**src/rtl/dsf_pkg.sv**
```systemverilog
package dsf_pkg;

    // Fixed field widths
    localparam int SAMPLE_W   = 16;
    localparam int OUT_W      = 25;
    localparam int BW_CFG_W   = 9;
    localparam int SW_CFG_W   = 7;
    localparam int CFG_DATA_W = 9;
    localparam int CFG_IDX_W  = 1;

    // Register reset values
    localparam logic [BW_CFG_W-1:0] BW_RESET = 9'd128;
    localparam logic [SW_CFG_W-1:0] SW_RESET = 7'd30;

    // Saturation limits of the detrended output
    localparam int DET_MAX_VAL = 16777215;
    localparam int DET_MIN_VAL = -16777216;

    // Register indexes
    localparam logic [CFG_IDX_W-1:0] CFG_BASE_WIN   = 1'b0;
    localparam logic [CFG_IDX_W-1:0] CFG_SMOOTH_WIN = 1'b1;

    // Divider operand select
    localparam logic DIV_SEL_BASE   = 1'b0;
    localparam logic DIV_SEL_SMOOTH = 1'b1;

    // Controller to datapath commands
    typedef struct packed {
        logic accept;
        logic base_upd;
        logic div_start;
        logic div_sel;
        logic det_ld;
        logic sm_wr;
        logic sm_drop;
        logic out_ld;
    } t_cmd;

    // Datapath to controller status
    typedef struct packed {
        logic base_full;
        logic smooth_full;
        logic div_busy;
        logic out_free;
    } t_sts;

endpackage

```
**src/rtl/dsf_ctrl.sv**
```systemverilog
module dsf_ctrl import dsf_pkg::*; (
    input  logic i_clk,
    input  logic i_rst_n,
    input  logic i_in_valid,
    input  t_sts i_sts,
    output t_cmd o_cmd,
    output logic o_in_stall
);

    localparam logic [3:0] S_IDLE   = 4'd0;
    localparam logic [3:0] S_BASE   = 4'd1;
    localparam logic [3:0] S_BSTART = 4'd2;
    localparam logic [3:0] S_BDIV   = 4'd3;
    localparam logic [3:0] S_DET    = 4'd4;
    localparam logic [3:0] S_SWR    = 4'd5;
    localparam logic [3:0] S_SSTART = 4'd6;
    localparam logic [3:0] S_SDIV   = 4'd7;
    localparam logic [3:0] S_OUT    = 4'd8;

    logic [3:0] r_state, n_state;

    // Sequencing of one item
    always_comb begin
        n_state = r_state;
        o_cmd   = '0;
        unique case (r_state)
            S_IDLE: begin
                if (i_in_valid) begin
                    o_cmd.accept = 1'b1;
                    n_state      = S_BASE;
                end
            end
            S_BASE: begin
                o_cmd.base_upd = 1'b1;
                n_state = i_sts.base_full ? S_BSTART : S_IDLE;
            end
            S_BSTART: begin
                o_cmd.div_start = 1'b1;
                o_cmd.div_sel   = DIV_SEL_BASE;
                n_state         = S_BDIV;
            end
            S_BDIV: begin
                o_cmd.div_sel = DIV_SEL_BASE;
                if (!i_sts.div_busy) begin
                    n_state = S_DET;
                end
            end
            S_DET: begin
                o_cmd.det_ld = 1'b1;
                n_state      = S_SWR;
            end
            S_SWR: begin
                o_cmd.sm_wr = 1'b1;
                n_state = i_sts.smooth_full ? S_SSTART : S_OUT;
            end
            S_SSTART: begin
                o_cmd.div_start = 1'b1;
                o_cmd.div_sel   = DIV_SEL_SMOOTH;
                n_state         = S_SDIV;
            end
            S_SDIV: begin
                o_cmd.div_sel = DIV_SEL_SMOOTH;
                if (!i_sts.div_busy) begin
                    o_cmd.sm_drop = 1'b1;
                    n_state       = S_OUT;
                end
            end
            S_OUT: begin
                if (i_sts.out_free) begin
                    o_cmd.out_ld = 1'b1;
                    n_state      = S_IDLE;
                end
            end
            default: begin
                n_state = S_IDLE;
            end
        endcase
    end

    always_ff @(posedge i_clk) begin
        if (!i_rst_n) begin
            r_state <= S_IDLE;
        end else begin
            r_state <= n_state;
        end
    end

    assign o_in_stall = (r_state != S_IDLE);

endmodule

```
**config.mk**
```make
export PLATFORM = sky130hd
export DESIGN_NAME = dsf_ctrl
export DESIGN_NICKNAME = d
export VERILOG_FILES = /design/src/rtl/dsf_pkg.sv /design/src/rtl/dsf_ctrl.sv
export SDC_FILE = /design/constraint.sdc
export NUM_CORES = 1
export LEC_CHECK = 0
export ABC_AREA = 1
export BUFFER_PORTS_ARGS = -buffer_cell sky130_fd_sc_hd__clkbuf_2
export CELL_PAD_IN_SITES_DETAIL_PLACEMENT = 0
export CELL_PAD_IN_SITES_GLOBAL_PLACEMENT = 1
export CORE_MARGIN = 3
export CORE_UTILIZATION = 23
export DETAILED_ROUTE_END_ITERATION = 10
export GPL_ROUTABILITY_DRIVEN = 0
export PLACE_DENSITY = 0.72
export SYNTH_ARGS = -nofsm -noshare
export SYNTH_HDL_FRONTEND = slang
export SYNTH_SLANG_ARGS = --single-unit
```
**constraint.sdc**
```tcl
create_clock -name i_clk -period 1 [get_ports i_clk]
set_input_delay 0.05 -clock i_clk [delete_from_list [all_inputs] [get_ports i_clk]]
set_output_delay 0.05 -clock i_clk [all_outputs]
set_load 0.05 [all_outputs]
```
Word level (Yosys, flattened, before mapping)
Cells that the tools add are included.
- flip-flop bits (word level): 4
- bits of input ports: 7
- output and inout bits: 9
- word-level logic and storage cells: 36
- equality and inequality tests: 12
- mux-type cells: 18
- reductions and logical operators: 5
- operators with widths (cell ; number):
    case mux 4 bit (9 select lines) ; 1
    two-way mux 4 bit ; 5
    equality test 4 x 3 -> 1 bit (second input constant) ; 4
    two-way mux 1 bit ; 11
    equality test 4 x 2 -> 1 bit (second input constant) ; 2
    != test 2 bit (second input constant) ; 4
    equality test 4 x 1 -> 1 bit (second input constant) ; 1
    equality test 4 bit (second input constant) ; 1
    logical NOT 4 bit ; 1
    AND reduction 4 bit ; 1
    nonzero test 4 bit ; 1
    OR reduction 2 bit ; 2
    two-way mux 2 bit ; 1

Logic depth before layout (Yosys ltp)
- word-level depth: 3
- mapped depth: 8
- depth with buffers taken out: 7

Least setup slack after synthesis
Ideal clock, no wire load.
- path type: reg-to-output
- start: reg r_state[0]
- end: out o_cmd[7] (netlist name)
- arrival: 1640 ps
- data required time: 950 ps
- setup slack: -690 ps
- cell stages (with the launch flop): 5
- path buffers: 1
- path through: dfxtp_1 > buf_6 > nor2_2 > nand2_1 > nor2_1
- RTL lines (item ; RTL line ; RTL):
    from (decl) ; dsf_ctrl.sv:20 ; logic [3:0] r_state, n_state;
    from (signal assigned) ; dsf_ctrl.sv:84 ; r_state <= n_state;
    to (decl) ; dsf_ctrl.sv:6 ; output t_cmd o_cmd,

==> flow_summary.ini <==
[synth]
syn_area_per_cell_um2 = 5.48
ys_warn_count = 0
yosys.area.top_type_share = 0.243
netlist-cell-type-count = 14
synth_area_leader_cell = dfxtp_1
synth.area.top_cells = dfxtp_1 (24%), nand2_1 (17%), nor2_1 (16%)
synth-seq-area-share = 0.243
synth_area_um2 = 329
synth_seq_cells = 4
synth.net_count = 67
syn-instance-count = 60

[finish]
final-seq-area_um2 = 95.1
largest_reg_flops = 4
reg.largest.list = r_state: 4 flops
multiInputGateArea_um2 = 344
fillers = 118
utilization = 0.629
area_growth_pct = 152
regMostFlops = r_state
diodes = 0
nNetsFinal = 100
drive_above_1_share = 0.692

[power]
seq_power_share = 0.162
leakage_nw = 0.389
p_sw_frac = 0.475
p_clk_frac = 0.104
power_density_nw_per_um2 = 2260
peakVddDrop_uv = 1100
p_sw_mw = 0.888
power_mw = 1.87
pwr-share-comb = 0.734
p_int_mw = 0.982

[run_status]
violations = setup timing
status = finished with violations

[worst_setup_path]
cp_max_fo = 7
critPathArrivalTime_ps = 1190
crit_type = flip-flop to output pin
end_kind = output pin
path_cells = nor2_4 > buf_6 > nand2_4 > nor2_4 > buf_8
path_delay_family = flip-flops
crit_top_cell = nor2_4
critical_path_buf_inv_count = 2
crit_required_ps = 950
crit_start = r_state[0]
critPathSlowestCell = dfxtp_4
startpoint_type = flip-flop
rr_startpoint = r_state[0]
slowest_delay_ps = 370

[drt]
drt-initial-drc-count = 2
drcViolationCount = 0
ant_nets = 0
first_pass_iters = 2
wl_per_cell_um = 11.1
totalWireLength_um = 1180
vias = 486
avgViaCountPerCell = 4.58

[grt]
first_global_vias = 502
grt-ovfl-total = 0
antenna_found_initial = 0
grt_pass1_wl_um = 2120
grt.total_usage = 0.147
grt_start_max_net_pins = 8

[cts]
clkTransAtPathRegs_ps = 40
cts_sinks = 4
cts_made_buffers = 3
h-tree-depth = 1
clk_latency_ps = 230
clock_path_buffers = 2
cts_tree = built
cts-root-buf = clkbuf_4
hold_buffers = 0

[timing]
rsz0062_at_grt = yes
fin_tns_setup_ps = -1930
tightestPinTransition_ps = 165
hold_viol = 0
max_freq_mhz = 809
setup_violations = 13
finClkSkew_ps = 1.92
fin_hold_ws_ps = 35.4
final.min_clock_period_ps = 1240
maxSlewViolCount = 0
setup_slack_ps = -235
max_slew_margin = 0.890
period_share = 1.24

[floorplan]
floorplan.initialDensity = 0.250
std_cell_rows = 13
io_pins = 16
core_area_um2 = 1320
fp.dieW_um = 43.8
die_y_um = 43.8
die_area_um2 = 1920

[min_path]
hold_path.startpoint = i_rst_n
hold_path.class = input port to flip-flop

[place]
portBuffers = 15
hpwlAfterDp_um = 779

[run]
drv_cap = 0
## cells in the final DEF, fill, tap and decap left out, types with 2 or more instances in the layout
| master | instances |
|---|---|
| buf_4 | 9 |
| a21oi_2 | 2 |
| dfxtp_4 | 4 |
| nand4_1 | 2 |
| nand2_2 | 4 |
| clkbuf_2 | 6 |
| o21ai_0 | 2 |
| buf_6 | 5 |
| clkbuf_4 | 3 |
| nor2_1 | 3 |
| nand2_1 | 9 |
| inv_1 | 6 |
| nor2_4 | 10 |
| buf_8 | 7 |
| nand3_1 | 3 |
| nand2_4 | 2 |
| inv_4 | 2 |
| a21oi_1 | 2 |
| nor2_2 | 3 |
## final cells by class
type / count / share of cell area
clock buffers: 3 / 0.0272
well taps: 15 / 0.0227
flip-flops and latches: 4 / 0.115
inverters: 9 / 0.0529
repair buffers: 29 / 0.367
multi-input cells: 46 / 0.415
## worst min-delay path: stages
cell	delay (ps)
clkbuf_2	100
nand2_1	50
inv_1	40
## what timing repair did
item	4_1_cts	5_1_grt
setup endpoints to repair	13	13
setup buffers	7	2
resized for setup	41	15
pin swaps	5	7
## stage by stage
step                setup slack [ps]  cell area [um^2]  instances
finish                          -235               828        106
floorplan                       -145               404         60
global placement                -146               539         94
global route                    -303               828        106
detailed placement              -165               539         94
CTS                             -228               773        104
## cell families (layout without fill, tap and decap cells)
kind of cell    after synthesis  count (layout)  synth area share
flops                         4               4             0.243
compound gates                7               7             0.118
buf+inv                      10              41             0.137
simple gates                 39              39             0.502
## routing by layer
metal	vias to the layer above	part of all wire	global-route usage	wire length, um
met5	-	0	0	0
met4	0	0.016	0.0843	19
met3	2	0.031	0.0290	36
met2	11	0.57	0.238	668
met1	221	0.38	0.178	452
li1	252	-	-	-
## cell usage after synthesis
master / count
a211o_1: 1
nand2_2: 1
o21ai_0: 2
nor2_1: 14
nand4_1: 2
nor3_1: 1
nand2_1: 15
inv_1: 8
buf_6: 1
nor2_2: 2
nand3_1: 4
inv_2: 1
dfxtp_1: 4
a21oi_1: 4
## worst paths after layout
| kind | slack (ps) | cells past startpoint | to |
|---|---|---|---|
| hold reg to reg | 580 | 2 | r_state[2] |
| hold / removal | 40 | 3 | r_state[1] |
| setup reg to reg | -130 | 7 | r_state[0] |
| setup / recovery | -240 | 5 | o_cmd[7] |
## power groups by stage
stage                     clock [mW]  combinational, mW  sequential [mW]
after floorplan                    0              0.709            0.230
after global placement             0              0.867            0.262
after detailed placement           0              0.866            0.265
after CTS                      0.201               1.22            0.299
after global routing           0.221               1.46            0.318
final                          0.194               1.37            0.304
Power figures use the tool's default switching activity.
